===== src/hdl/paps_pkg.sv =====
// Package for the pseudo-angle point sorter: widths, register indexes, types.
// No dependencies.
package paps_pkg;
  localparam int KEY_BITS  = 19;
  localparam int FRAC_BITS = 16;
  localparam int CFG_IDX_BITS = 2;

  localparam logic [CFG_IDX_BITS-1:0] REG_KEY_MODE = 2'd0;
  localparam logic [CFG_IDX_BITS-1:0] REG_ANCHOR_X = 2'd1;
  localparam logic [CFG_IDX_BITS-1:0] REG_ANCHOR_Y = 2'd2;

  typedef logic [KEY_BITS-1:0] key_t;

  typedef enum logic [1:0] {ST_LOAD, ST_DRAIN, ST_EMIT} state_t;

  // control from sequencer to every cell
  typedef struct packed {
    logic ins;    // insert the broadcast item
    logic shift;  // shift towards cell 0 (drain)
  } cell_ctl_t;
endpackage


===== src/hdl/paps_cell.sv =====
// One insertion cell: holds a point and its key, takes the new item or the
// left neighbour's entry on insert, or the right neighbour's on drain. Depends on paps_pkg.
module paps_cell #(
  parameter int COORD_BITS = 8
) (
  input  logic                  clk,
  input  logic                  rst_n,
  input  paps_pkg::cell_ctl_t   ctl,
  input  logic [COORD_BITS-1:0] new_x,
  input  logic [COORD_BITS-1:0] new_y,
  input  paps_pkg::key_t        new_key,
  input  logic                  prev_gt,  // left neighbour valid with key > new
  input  logic [COORD_BITS-1:0] prev_x,
  input  logic [COORD_BITS-1:0] prev_y,
  input  paps_pkg::key_t        prev_key,
  input  logic                  prev_vld,
  input  logic                  prev_is_first, // no left neighbour
  input  logic                  next_vld,      // right neighbour (drain)
  input  logic [COORD_BITS-1:0] next_x,
  input  logic [COORD_BITS-1:0] next_y,
  input  paps_pkg::key_t        next_key,
  output logic                  vld,
  output logic                  gt,
  output logic [COORD_BITS-1:0] x,
  output logic [COORD_BITS-1:0] y,
  output paps_pkg::key_t        key
);
  import paps_pkg::*;
  logic                  vld_r, vld_nxt;
  logic [COORD_BITS-1:0] x_r, x_nxt, y_r, y_nxt;
  key_t                  key_r, key_nxt;
  logic                  first_free;

  assign gt = vld_r && (key_r > new_key);
  // this cell is the first free one (entries are packed from cell 0)
  assign first_free = !vld_r && (prev_is_first || prev_vld);

  always_comb begin
    vld_nxt = vld_r; x_nxt = x_r; y_nxt = y_r; key_nxt = key_r;
    if (ctl.shift) begin
      vld_nxt = next_vld; x_nxt = next_x; y_nxt = next_y; key_nxt = next_key;
    end else if (ctl.ins) begin
      if (prev_gt) begin
        vld_nxt = prev_vld; x_nxt = prev_x; y_nxt = prev_y; key_nxt = prev_key;
      end else if (gt || first_free) begin
        vld_nxt = 1'b1; x_nxt = new_x; y_nxt = new_y; key_nxt = new_key;
      end
    end
  end

  always_ff @(posedge clk) begin
    if (!rst_n) vld_r <= 1'b0;
    else        vld_r <= vld_nxt;
    x_r <= x_nxt; y_r <= y_nxt; key_r <= key_nxt;
  end

  assign vld = vld_r;
  assign x   = x_r;
  assign y   = y_r;
  assign key = key_r;
endmodule


===== config.mk =====
export PLATFORM = sky130hd
export DESIGN_NAME = paps_cell
export DESIGN_NICKNAME = d
export VERILOG_FILES = /design/src/hdl/paps_pkg.sv /design/src/hdl/paps_cell.sv
export SDC_FILE = /design/constraint.sdc
export NUM_CORES = 1
export LEC_CHECK = 0
export BUFFER_PORTS_ARGS = -buffer_cell sky130_fd_sc_hd__buf_2
export CAP_MARGIN = 20
export CELL_PAD_IN_SITES_DETAIL_PLACEMENT = 1
export CELL_PAD_IN_SITES_GLOBAL_PLACEMENT = 1
export CORE_AREA = 3 3 90 92
export DETAILED_ROUTE_END_ITERATION = 16
export DIE_AREA = 0 0 93 95
export HOLD_SLACK_MARGIN = 0.03
export PLACE_DENSITY_LB_ADDON = 0.1
export SETUP_SLACK_MARGIN = 0.4
export SYNTH_ARGS = -nofsm -noshare
export SYNTH_HDL_FRONTEND = slang
export SYNTH_SLANG_ARGS = --single-unit

===== constraint.sdc =====
create_clock -name clk -period 5.55 [get_ports clk]
set_clock_uncertainty 0.1 [all_clocks]
set_input_delay 0.2775 -clock clk [delete_from_list [all_inputs] [get_ports clk]]
set_output_delay 0.2775 -clock clk [all_outputs]
set_load 0.02 [all_outputs]

# Yosys cells after proc, flatten, opt, wreduce, memory -nomap -nowiden
# Index checks and enable logic that the tools add are counted.
# op_classes
magnitude_cmp	1
n_mux	16
reduce_logical	8
# op_table
cell	n
two-way mux 19 bit	4
two-way mux 8 bit	8
> comparator 19 bit	1
two-way mux 1 bit	4
nonzero test 3 bit	1
logical AND 1 bit	2
logical OR 1 bit	2
AND reduction 2 bit	1
nonzero test 2 bit	1
zero test 1 bit	1
# word_totals
reg_bits	36
out_inout_bits	37
elab_cells	29

# Depth between registers and ports, before layout
# depth
word_depth	7
depth_mapped	8
mapped_depth_nobuf	8

# Worst setup path before layout
# No wires, ideal clock.
# synth_timing
path_kind	flip-flop to flip-flop
start	reg key_r[18], in the netlist key[18]
end	reg key_r[0], in the netlist key[0] (enable)
setup_time_ns	0.387
arrival_time_ns	2.167
path_slack_ns	2.896
path_stages_with_launch	7
period_less_slack_ns	2.654
path_cell_list	edfxtp_1 -> ha_1 -> and4_4 -> nand3_4 -> a211oi_2 -> nor3_2 -> a31oi_4
# synth_between
elab_chain_cells	5
# synth_lines
item	line_no	text
from (decl)	paps_cell.sv:31	key_t key_r, key_nxt;
from (signal assigned)	paps_cell.sv:54	x_r <= x_nxt; y_r <= y_nxt; key_r <= key_nxt;
> comparator 19 bit	paps_cell.sv:34	assign gt = vld_r && (key_r > new_key);
logical AND 1 bit	paps_cell.sv:34	
logical OR 1 bit	paps_cell.sv:45	end else if (gt || first_free) begin
nonzero test 3 bit (no line)	-	
AND reduction 2 bit (no line)	-	
# No other way between the ends.
# A chain may end at the register's enable or synchronous reset.

# Worst setup path after layout
# layout_timing
start	reg key_r[18], in the netlist key[18]
end	reg key_r[3], in the netlist key[3] (enable)
# The elaborated chain is that of the path after synthesis.

==> results.json <==
{
  "synthesis.nets": 365,
  "rrSetupSlack_ps": 2810,
  "final-setup-viol-count": 0,
  "async_flop_share_pct": 0,
  "core_sq_mm": 0.00729,
  "synth_cells": 233,
  "drtAntennaViolNets": 0,
  "worstSetupPathType": "flip-flop to flip-flop",
  "die_width_um": 93,
  "power.share.combinational_pct": 30.9,
  "required_ps": 5410,
  "die_height_um": 95,
  "critPathCapture": "key[3]$_DFFE_PP_",
  "netlist_area_sq_mm": 0.00239,
  "relSlewSlack_pct": 57.3,
  "path_delay_family": "compound AO/OA/AOI/OAI gates",
  "fill_cells": 925,
  "startpoint_type": "flip-flop",
  "die-area_sq_mm": 0.00884,
  "critPathArrivalTime_ps": 2600,
  "worst_slack_ps": 2810,
  "p_int_mw": 0.526,
  "period_minus_slack_ps": 2740,
  "rows": 31,
  "syn_to_final_growth_pct": 39.4,
  "grt_max_degree": 74,
  "cp-end-kind": "flip-flop",
  "grt_pass1_wl_um": 10400,
  "clkLatencyLatePin_ps": 280,
  "seq_area_frac_synth_pct": 44.8,
  "cts_resized": 0,
  "grt_pass1_vias": 2344,
  "post_cts_buffers": 0,
  "worstPathMaxFanout": 20,
  "syn_avg_cell_area_sq_um": 10.3,
  "drt-met1-wl_um": 2590,
  "root_buffer": "clkbuf_8",
  "hold_viol_final": 0,
  "wl_per_cell_um": 14.1,
  "top_layer": "met4",
  "antenna_found_initial": 0,
  "fin_nets": 512,
  "clock-sinks": 36,
  "wl_met3_um": 566,
  "worst_pin_slew_ps": 641,
  "dpl.hpwl_um": 5450,
  "antenna_cells": 0,
  "start_util_pct": 32.8,
  "seq_power_share_pct": 45.9,
  "synth_enable_flop_cells": 35,
  "place_inst": 471,
  "synth.distinct_cells": 25,
  "crit_chain": "ha_1 > and4_4 > nand3_4 > a211oi_2 > nor3_2 > a31oi_4 > buf_4",
  "stdcell_count": 480,
  "track_usage_pct": 15.0,
  "clockPowerShare_pct": 23.2,
  "max_cap_violations": 0,
  "drv_slew": 0,
  "rsz0062_at_grt": "false",
  "fmax_mhz": 365,
  "numPortBuffers": 149,
  "sw_frac_of_total_pct": 32.0,
  "via_per_inst": 4.62,
  "yosys_warnings": 0,
  "fin_area_sq_mm": 0.00333,
  "wl_um": 6780,
  "pre_cts_ws_ps": 2690,
  "critPathSlowestCell": "a31oi_4",
  "crit_start": "key[18]$_DFFE_PP_",
  "clockBufferDepth": 2,
  "setup_tns_ps": 0,
  "firstDrtPassIters": 4,
  "wl_met2_um": 3580,
  "irDropWorstVdd_uv": 105,
  "htreeDepth": 2,
  "timing.rr.end": "key[3]$_DFFE_PP_",
  "hold_buffers": 0,
  "cp.buffers_inverters": 1,
  "powerDensity_mw_per_mm2": 233,
  "synthFlopType": "edfxtp_1",
  "post-route-period-util_pct": 49.4,
  "drive_gt1_share_pct": 44.4,
  "cp.depth": 7,
  "p_leak_nw": 1.68,
  "cts_buffers": 5,
  "min_path_type": "input pin to flip-flop",
  "cts_tree": "built",
  "routabilityCongestion": 0.725,
  "clk_pin_slew_ps": 70,
  "ys_seq_elements": 36,
  "max_stage_delay_ps": 520,
  "drc_errors": 0,
  "p_switching_mw": 0.248,
  "grt_overflow": 0,
  "drt_iter0_markers": 22,
  "r2r_start": "key[18]$_DFFE_PP_",
  "worstRegToRegCells": 7,
  "status": "finished clean",
  "place_area_sq_mm": 0.00322,
  "vias": 2216,
  "io_pins": 150
}
[power groups by stage]
stage / registers (mW) / logic [mW] / clock network, mW
2_1_floorplan: 0.403 / 0.0981 / 0
3_3_place_gp: 0.360 / 0.239 / 0
3_5_place_dp: 0.362 / 0.243 / 0
4_1_cts: 0.356 / 0.244 / 0.189
5_1_grt: 0.360 / 0.267 / 0.199
6_report: 0.356 / 0.239 / 0.180
[state kept, by name (all words and copies together) (netlist names)]
name and cells:
vld 1, y 8, key 19, x 8
[final cells by class]
class | instances | area, sq um | area share, %
Clock inverter | 3 | 18.8 | 0.563
Clock buffer | 5 | 68.8 | 2.07
Timing Repair Buffer | 152 | 781 | 23.4
Tap cell | 99 | 124 | 3.72
Sequential cell | 36 | 1070 | 32.2
Multi-Input combinational cell | 164 | 1190 | 35.7
Inverter | 21 | 78.8 | 2.37
[placed cells by master, fill, tap and decap left out, drive strengths merged]
cell type,synthesis,final
nor2b,1,1
a211oi,1,1
clkbuf,7,5
nor3,2,2
clkinvlp,0,2
o31ai,1,1
mux2i,36,36
nor2,2,2
and4,3,3
nand2,43,43
clkinv,0,1
o21ai,38,38
o221ai,1,1
nand4,1,1
o21a,2,2
a21oi,9,9
buf,5,152
inv,21,21
ha,19,19
dfxtp,1,1
a31oi,1,1
o22ai,1,1
edfxtp,35,35
nand3,2,2
o2bb2ai,1,1
[how the worst min path moves through the flow]
stage	to	depth (start not counted)	start	slack [ps]
after floorplan	vld$_SDFFE_PN0P_	2	rst_n	330
after global placement	vld$_SDFFE_PN0P_	2	vld$_SDFFE_PN0P_	420
after detailed placement	vld$_SDFFE_PN0P_	2	vld$_SDFFE_PN0P_	430
after CTS	x[5]$_DFFE_PP_	3	next_x[5]	160
after global routing	y[4]$_DFFE_PP_	3	next_y[4]	170
final	x[5]$_DFFE_PP_	3	next_x[5]	170
[through the flow]
stage	utilization [%]	power [mW]	hold WS (ps)
after floorplan	-	0.501	325
after global placement	44.2	0.600	421
after detailed placement	44.2	0.605	433
after CTS	45.4	0.789	159
after global routing	45.7	0.827	168
final	45.7	0.775	169
[per-layer routing]
layer,vias up,global-route usage [%]
met5,-,0
met4,0,4.40
met3,5,4.46
met2,83,28.8
met1,1000,15.6
li1,1128,-
[cell usage after synthesis, types with 2 or more instances]
cell type	instances	area (sq um)
a21oi_1	9	45.0
buf_2	5	25.0
ha_1	19	238
and4_4	3	33.8
nand2_1	43	161
clkbuf_1	7	26.3
o21a_1	2	15.0
mux2i_1	36	360
nor2_1	2	7.51
inv_1	21	78.8
o21ai_0	38	190
edfxtp_1	35	1050
[cell families (layout without fill, tap and decap cells)]
logic type / after synthesis / in the layout / synth area share, %
fa+ha+maj: 19 / 19 / 9.95
simple gates: 54 / 54 / 11.0
flops: 36 / 36 / 44.8
buf+inv: 33 / 181 / 5.45
mux: 36 / 36 / 15.1
compound gates: 55 / 55 / 13.7
[worst register-to-register path: cells and delay by family, from the launching register on]
family | cells | cell delay, ps
AO/OA/AOI/OAI | 2 | 740
adder cells (fa/ha/maj) | 1 | 330
buffers and inverters | 1 | 400
flip-flops | 1 | 400
AND/OR/NAND/NOR | 3 | 430
(Power assumes the default switching activity.)
