===== config.mk =====
export PLATFORM = sky130hd
export DESIGN_NAME = paps_key_unit
export DESIGN_NICKNAME = d
export VERILOG_FILES = /design/src/hdl/paps_pkg.sv /design/src/hdl/paps_key_unit.sv
export SDC_FILE = /design/constraint.sdc
export NUM_CORES = 1
export LEC_CHECK = 0
export BUFFER_PORTS_ARGS = -buffer_cell sky130_fd_sc_hd__buf_2
export CELL_PAD_IN_SITES_DETAIL_PLACEMENT = 1
export CELL_PAD_IN_SITES_GLOBAL_PLACEMENT = 1
export CORE_ASPECT_RATIO = 1.5
export CORE_UTILIZATION = 25
export DETAILED_ROUTE_END_ITERATION = 10
export GPL_ROUTABILITY_DRIVEN = 0
export PLACE_DENSITY = 0.56
export SLEW_MARGIN = 0
export SYNTH_ARGS = -nofsm -noshare
export SYNTH_HDL_FRONTEND = slang
export SYNTH_SLANG_ARGS = --single-unit

===== constraint.sdc =====
create_clock -name clk -period 4.47 [get_ports clk]
set_input_delay 0.2235 -clock clk [delete_from_list [all_inputs] [get_ports clk]]
set_output_delay 0.2235 -clock clk [all_outputs]
set_load 0.02 [all_outputs]

===== src/hdl/paps_pkg.sv =====
// Package for the pseudo-angle point sorter: widths, register indexes, types.
// No dependencies.
package paps_pkg;
  localparam int KEY_BITS  = 19;
  localparam int FRAC_BITS = 16;
  localparam int CFG_IDX_BITS = 2;

  localparam logic [CFG_IDX_BITS-1:0] REG_KEY_MODE = 2'd0;
  localparam logic [CFG_IDX_BITS-1:0] REG_ANCHOR_X = 2'd1;
  localparam logic [CFG_IDX_BITS-1:0] REG_ANCHOR_Y = 2'd2;

  typedef logic [KEY_BITS-1:0] key_t;

  typedef enum logic [1:0] {ST_LOAD, ST_DRAIN, ST_EMIT} state_t;

  // control from sequencer to every cell
  typedef struct packed {
    logic ins;    // insert the broadcast item
    logic shift;  // shift towards cell 0 (drain)
  } cell_ctl_t;
endpackage


===== src/hdl/paps_key_unit.sv =====
// Sort-key unit: x key, or pseudo-angle about the anchor via a restoring divider.
// Depends on paps_pkg. One quotient bit per cycle, COORD_BITS+17 steps after setup.
module paps_key_unit #(
  parameter int COORD_BITS = 8
) (
  input  logic                  clk,
  input  logic                  rst_n,
  input  logic                  start,
  input  logic                  mode,
  input  logic [COORD_BITS-1:0] px,
  input  logic [COORD_BITS-1:0] py,
  input  logic [COORD_BITS-1:0] ax,
  input  logic [COORD_BITS-1:0] ay,
  output logic                  busy,
  output logic                  done,
  output paps_pkg::key_t        key
);
  import paps_pkg::*;
  localparam int SB = COORD_BITS + 1;
  localparam int QB = FRAC_BITS + 1;
  localparam int CB = $clog2(SB + FRAC_BITS);

  logic          busy_r, busy_nxt, done_r, done_nxt;
  logic [CB-1:0] cnt_r, cnt_nxt;
  logic [SB-1:0] div_r, div_nxt;   // divisor |dx|+|dy|
  logic [SB-1:0] rem_r, rem_nxt;
  logic [SB-1:0] num_r, num_nxt;   // |dy| shifted up bit by bit
  logic [QB-1:0] q_r, q_nxt;
  logic          xneg_r, xneg_nxt, yneg_r, yneg_nxt, yz_r, yz_nxt;
  key_t          key_r, key_nxt;

  logic [SB-1:0] adx, ady;
  logic [SB:0]   trial;
  logic [QB-1:0] m;

  always_comb begin
    adx = (px >= ax) ? SB'(px - ax) : SB'(ax - px);
    ady = (py >= ay) ? SB'(py - ay) : SB'(ay - py);
  end

  always_comb begin
    busy_nxt = busy_r; done_nxt = 1'b0; cnt_nxt = cnt_r; div_nxt = div_r;
    rem_nxt = rem_r; num_nxt = num_r; q_nxt = q_r; key_nxt = key_r;
    xneg_nxt = xneg_r; yneg_nxt = yneg_r; yz_nxt = yz_r;
    trial = {rem_r, 1'b0} | {{SB{1'b0}}, num_r[SB-1]};
    m = q_r;
    if (start) begin
      if (!mode) begin
        key_nxt  = KEY_BITS'(px);
        done_nxt = 1'b1;
      end else begin
        busy_nxt = 1'b1; cnt_nxt = '0; rem_nxt = '0; q_nxt = '0;
        div_nxt  = adx + ady; num_nxt = ady;
        xneg_nxt = px < ax; yneg_nxt = py < ay; yz_nxt = py == ay;
      end
    end else if (busy_r) begin
      // one quotient bit of |dy|*2^16 / s
      if (div_r != '0 && trial >= {1'b0, div_r}) begin
        rem_nxt = SB'(trial - {1'b0, div_r});
        q_nxt   = {q_r[QB-2:0], 1'b1};
      end else begin
        rem_nxt = SB'(trial);
        q_nxt   = {q_r[QB-2:0], 1'b0};
      end
      num_nxt = num_r << 1;
      cnt_nxt = cnt_r + 1'b1;
      if (cnt_r == CB'(SB + FRAC_BITS - 1)) begin
        busy_nxt = 1'b0;
        done_nxt = 1'b1;
        m = (div_r == '0) ? '0 : q_nxt;
        if (xneg_r)
          key_nxt = yneg_r ? KEY_BITS'(131072) + KEY_BITS'(m)
                           : KEY_BITS'(131072) - KEY_BITS'(m);
        else if (yneg_r || yz_r)
          key_nxt = KEY_BITS'(262144) - KEY_BITS'(m);
        else
          key_nxt = KEY_BITS'(m);
      end
    end
  end

  always_ff @(posedge clk) begin
    if (!rst_n) begin
      busy_r <= 1'b0; done_r <= 1'b0; cnt_r <= '0;
    end else begin
      busy_r <= busy_nxt; done_r <= done_nxt; cnt_r <= cnt_nxt;
    end
    div_r <= div_nxt; rem_r <= rem_nxt; num_r <= num_nxt; q_r <= q_nxt;
    key_r <= key_nxt; xneg_r <= xneg_nxt; yneg_r <= yneg_nxt; yz_r <= yz_nxt;
  end

  assign busy = busy_r;
  assign done = done_r;
  assign key  = key_r;
endmodule


; ---- After elaboration in Yosys (flattened, before gate mapping)
; Cells that the tools add are included.
[word_totals]
output_inout_bits = 21
ff_bits = 72
[classes]
n_reduce_logical = 9
n_mux = 34
n_bitwise = 1
order_cmp = 5
addsub = 10
n_eq_ne = 4
[ops]
columns = op, count
row1 = $mux W19, 7
row2 = $mux W9, 9
row3 = $mux W17, 3
row4 = $mux W16, 3
row5 = $sub A8 B8 Y9, 4
row6 = $add A18 B17 Y19 const A, 1
row7 = $sub A18 B17 Y19 const A, 1
row8 = $sub A19 B17 Y19 const A, 1
row9 = $ge A8 B8 Y1, 2
row10 = $lt A8 B8 Y1, 2
row11 = $mux W5, 3
row12 = $ge A10 B9 Y1, 1
row13 = $or A10 B1 Y10, 1
row14 = $add A9 B9 Y9, 1
row15 = $logic_not A9 Y1, 1
row16 = $mux W1, 9
row17 = $reduce_bool A9 Y1, 1
row18 = $sub A9 B9 Y9, 1
row19 = $eq A8 B8 Y1, 1
row20 = $add A5 B1 Y5 const B, 1
row21 = $eq A5 B5 Y1 const B, 1
row22 = $reduce_and A2 Y1, 2
row23 = $reduce_bool A2 Y1, 2
row24 = $reduce_and A3 Y1, 1
row25 = other kinds (4), 4

; ---- Depth between registers and ports, before layout
[logic_depth]
word_depth = 13
mapped_depth = 19
mapped_depth_nobuf = 17

; ---- Least setup slack after synthesis
; OpenSTA, ideal clock, no wires.
[synth_path]
kind = reg2reg
start = reg div_r[0]
end = reg key_r[6], in the netlist key[6], data pin
n_path_buf = 2
t_required_ns = 4.200
setup_ns = 0.270
stages_incl_launch_ff = 18
arrival_ns = 3.034
period_less_slack_ns = 3.304
slack_ns = 1.166
cell_sequence = edfxtp_1 -> ha_1 -> fa_1 -> nor2b_1 -> o21ai_1 -> a21boi_1 -> o21ai_1 -> a31oi_1 -> nor2_1 -> nor2_1 -> inv_1 -> buf_1 -> ha_1 -> clkbuf_1 -> a21oi_1 -> o22ai_1 -> nor2_1 -> a21oi_1
[synth_via]
elab_chain_len = 12
[synth_lines]
columns = element, line_no
row1 = from (decl), paps_key_unit.sv:25  ; logic [SB-1:0] div_r, div_nxt;
row2 = from (signal assigned), paps_key_unit.sv:88  ; div_r <= div_nxt; rem_r <= rem_nxt; num_r <= num_nxt; q_r <= q_nxt;
row3 = $ge A10 B9 Y1 or $reduce_bool A9 Y1 (tied branches), paps_key_unit.sv:58  ; if (div_r != '0 && trial >= {1'b0, div_r}) begin
row4 = $logic_and A1 B1 Y1, paps_key_unit.sv:58
row5 = $mux W1, paps_key_unit.sv:58
row6 = $mux W17, paps_key_unit.sv:56  ; end else if (busy_r) begin
row7 = $mux W17, paps_key_unit.sv:47  ; if (start) begin
row8 = $mux W17 *, paps_key_unit.sv:70  ; m = (div_r == '0) ? '0 : q_nxt;
row9 = $sub A19 B17 Y19 (tied with other cells), paps_key_unit.sv:75  ; key_nxt = KEY_BITS'(262144) - KEY_BITS'(m);
row10 = "$mux W19, on equally long branches", "paps_key_unit.sv:74, paps_key_unit.sv:72"
row11 = $mux W19 *, paps_key_unit.sv:71  ; if (xneg_r)
row12 = $mux W19 *, paps_key_unit.sv:67  ; if (cnt_r == CB'(SB + FRAC_BITS - 1)) begin
row13 = $mux W19 *, paps_key_unit.sv:56
row14 = $mux W19 *, paps_key_unit.sv:47
row15 = via key_nxt[6], paps_key_unit.sv:30  ; key_t key_r, key_nxt;
row16 = to (signal assigned), paps_key_unit.sv:89  ; key_r <= key_nxt; xneg_r <= xneg_nxt; yneg_r <= yneg_nxt; yz_r <= yz_nxt;
row17 = to (decl), paps_key_unit.sv:30
; Mark *: on every way through the listed nets, which the timed path passes. The rest lies on a longest branch. The select of a mux whose other input is x is not followed.
; A chain may end at the register's enable or synchronous reset.

; ---- Worst setup path in the final report
[layout_path]
start = reg div_r[0]
end = reg key_r[10], in the netlist key[10], data pin
[layout_via]
elab_chain_len = 12
[layout_lines]
columns = element, line_no
row1 = $ge A10 B9 Y1 or $reduce_bool A9 Y1 (tied branches), paps_key_unit.sv:58
row2 = $logic_and A1 B1 Y1, paps_key_unit.sv:58
row3 = $mux W1, paps_key_unit.sv:58
row4 = $mux W17, paps_key_unit.sv:56
row5 = $mux W17, paps_key_unit.sv:47
row6 = $mux W17 *, paps_key_unit.sv:70
row7 = $sub A19 B17 Y19 (tied with other cells), paps_key_unit.sv:75
row8 = "$mux W19, on equally long branches", "paps_key_unit.sv:74, paps_key_unit.sv:72"
row9 = $mux W19 *, paps_key_unit.sv:71
row10 = $mux W19 *, paps_key_unit.sv:67
row11 = $mux W19 *, paps_key_unit.sv:56
row12 = $mux W19 *, paps_key_unit.sv:47
; Mark *: on every way between the ends. The rest lies on a longest branch, timed or not. The select of a mux whose other input is x is not followed.

==> metrics <==
status completed; Post-synth EDFFs 65; RSZ-0062 raised after global routing no; Final Max Slew Viols 0; Top Family by Delay on Critical Path compound AO/OA/AOI/OAI gates; port bufs 56; crit path kind flip-flop to flip-flop; Area Growth Syn to Fin 16.61%; CP arrival 3.88 ns; MaxCap Viol Count 0; WP buf/inv 1; crit start category flip-flop; H-tree depth 3; DRT Wirelength 13,950 um; total track usage 0.1324; Max VDD drop 0.2043 mV; drt wl/cell 15.26 um; FP Rows 65; part of the cycle the worst path needs 0.8339; I/O pin count 57; synth top area cells edfxtp_1, ha_1, inv_1, a21oi_1, nor2_1; largest net degree at the start of global routing 48; post-CTS sizing 0; Chip Width 122.6 um; TritonCTS buffer count 9; Distinct cells, synth 63; Starting Density 0.2569; cell mode on critical path nor2_1; setup total negative slack 0 ns; Min Clock Period, post-route 3.727 ns; Yosys top cell area share 0.3580; TritonCTS Sinks 72; Yosys top cell by area edfxtp_1; Hold Slack 0.1598 ns; Via density 4.784; Final setup viols 0; worst hold-check path type input port to flip-flop; most common flop cell mapped by yosys edfxtp_1; Worst Max-Slew Pin Slew 0.6584 ns; cells along the critical path ha_1, fa_1, nor2b_1, o21ai_1, a21boi_1, o21ai_1, a31oi_1, nor2_1, nor2_1, inv_1, ha_1, a21boi_0, nor2_1, o21ai_0, a211oi_1; Clock Pin Slew Worst Setup and Hold Paths 0.06 ns; Layout Skew 0.01016 ns; mux share of post-synthesis cell area 0.02272; fin area 6359 um2; Fillers 2,463; Clock Tree Buf Depth 2; sequential fraction of design power 0.350; post-synthesis adder-cell area fraction 0.1411; Worst Path Required 4.62 ns; CP max stage cell fa_1; Comb pwr share 0.373; post-synthesis simple-gate area fraction 0.1648; core footprint 21,230 um2; CP max stage delay 0.41 ns; Critical Path Fanout Max 12; Setup crit end kind flip-flop; die height 182.9 um; P per Cell Area 406.3 nW/um2; CTS tree done; global route overflow 0; synth warn 0; Top Usage Layer GRT met2; LEAKAGE 2.724 nW; first-pass GRT wire length 23,170 um; Cell Area, Placed 6063 um2; mapped cell area 5453 um2; Non-Filler Instances 914; Sw Ratio 0.3423; XOR/XNOR Fraction of Synth Area 0.05140; Syn Nets 673; postcts setup bufs 0; fraction of layout cells with a size suffix above 1 0.1656; cell with the most instances after synthesis inv_1; met3 Usage GRT 0.01648; mean area per synthesized cell 9.401 um2; main combinational cell family by area after synthesis compound AO/OA/AOI/OAI gates; commonest cells in the netlist inv_1, edfxtp_1, nor2_1; clock power share 0.277; register area share after synthesis 0.3837; vias in the first global route 4,655; ANT nets after route 0; Post-Synthesis Cells 580; DRC violations left 0; full die area 22,420 um2; final core occ 0.2996; P_sw 0.0008844 W; Hold Buf Count CTS 0; Slew HR 0.5606; DR pass1 iterations 4; initial antenna violation count 0; Post-Place Cells 898; Int Power 0.001699 W; Synth Register Bits 72; Synth async-reset ratio 0; Hold Fails Final Rpt 0; DR vias 4,373; met1 Use GR 0.1399; clock insertion delay at the later pin of the skew report 0.34 ns; GRT met2 Usage 0.2591; ANT cells 0; Final #Nets 734; Root Buffer clkbuf_16; FMAX 0.2683 GHz; detailed-placement wirelength estimate 11,250 um; Compound-Gate Fraction of Synth Area 0.1769; Initial DRC Count 161
[routing by layer]
layer / routed length (um) / share of wire
met4: 315 / 0.023
met3: 266 / 0.019
met5: 0 / 0
met1: 5371 / 0.38
met2: 7998 / 0.57
[cell type report]
type / instances / area [um2] / area share
clock buffer: 9 / 225.2 / 0.03542
clock inverter: 7 / 70.07 / 0.01102
inverter: 72 / 270.3 / 0.04250
multi-input combinational: 424 / 3040 / 0.4782
sequential: 72 / 2092 / 0.3290
tap: 268 / 335.3 / 0.05274
timing repair buffer: 62 / 325.3 / 0.05116
[flip-flops by register name, summed over array words and instances (netlist names), 5 cells and up]
signal  count
num_r       9
rem_r       9
div_r       9
q_r        16
cnt_r       5
key        19
[worst paths after layout]
check | from | cells after the start | endpoint | slack (ns)
max | div_r[0] | 15 | key[10] | 0.74
min | rst_n | 2 | cnt_r[1] | 0.16
max reg2reg | div_r[0] | 15 | key[10] | 0.74
min reg2reg | cnt_r[4] | 1 | busy | 0.49
[logic make-up (layout without fill, tap and decap cells)]
family,Yosys count,in the layout
adders and majority gates,58,58
buffers and inverters,84,150
and+or+nand+nor,180,180
DFF,72,72
xor gates and xnor gates,32,32
AOI/OAI and AO/OA,143,143
muxes,11,11
[per-stage QoR]
| stage | setup slack [ns] | power, W |
|---|---|---|
| global route | 0.2608 | 0.002764 |
| floorplan | 1.166 | 0.001637 |
| finish | 0.7425 | 0.002584 |
| detailed placement | 0.7096 | 0.001899 |
| CTS | 0.6808 | 0.002622 |
| global placement | 0.9014 | 0.001876 |
[worst register-to-register path, delay by kind of cell (launching register included)]
| family | cells | cell delay [ns] |
|---|---|---|
| compound gates | 7 | 1.36 |
| fa+ha+maj | 3 | 0.99 |
| buf+inv | 1 | 0.11 |
| flops | 1 | 0.39 |
| simple gates | 4 | 0.70 |
[layout by cell type (no fill, tap or decap), types with 12 or more instances in the layout]
cell type and instances:
nor2_1 55, nor2b_1 20, edfxtp_1 65, xnor2_1 23
o21ai_0 22, nand2_1 35, ha_1 51, nor3_1 23
inv_1 72, a21oi_1 46, o21a_1 12, buf_2 56
[power by group through the flow]
stage          combinational [W]  clock (W)  sequential [W]
6_report                0.000963   0.000716        0.000905
5_1_grt                  0.00109   0.000758        0.000916
4_1_cts                 0.000984   0.000731        0.000907
3_5_place_dp            0.000979          0        0.000920
3_3_place_gp            0.000958          0        0.000918
2_1_floorplan           0.000720          0        0.000918
(Power assumes the default switching activity.)
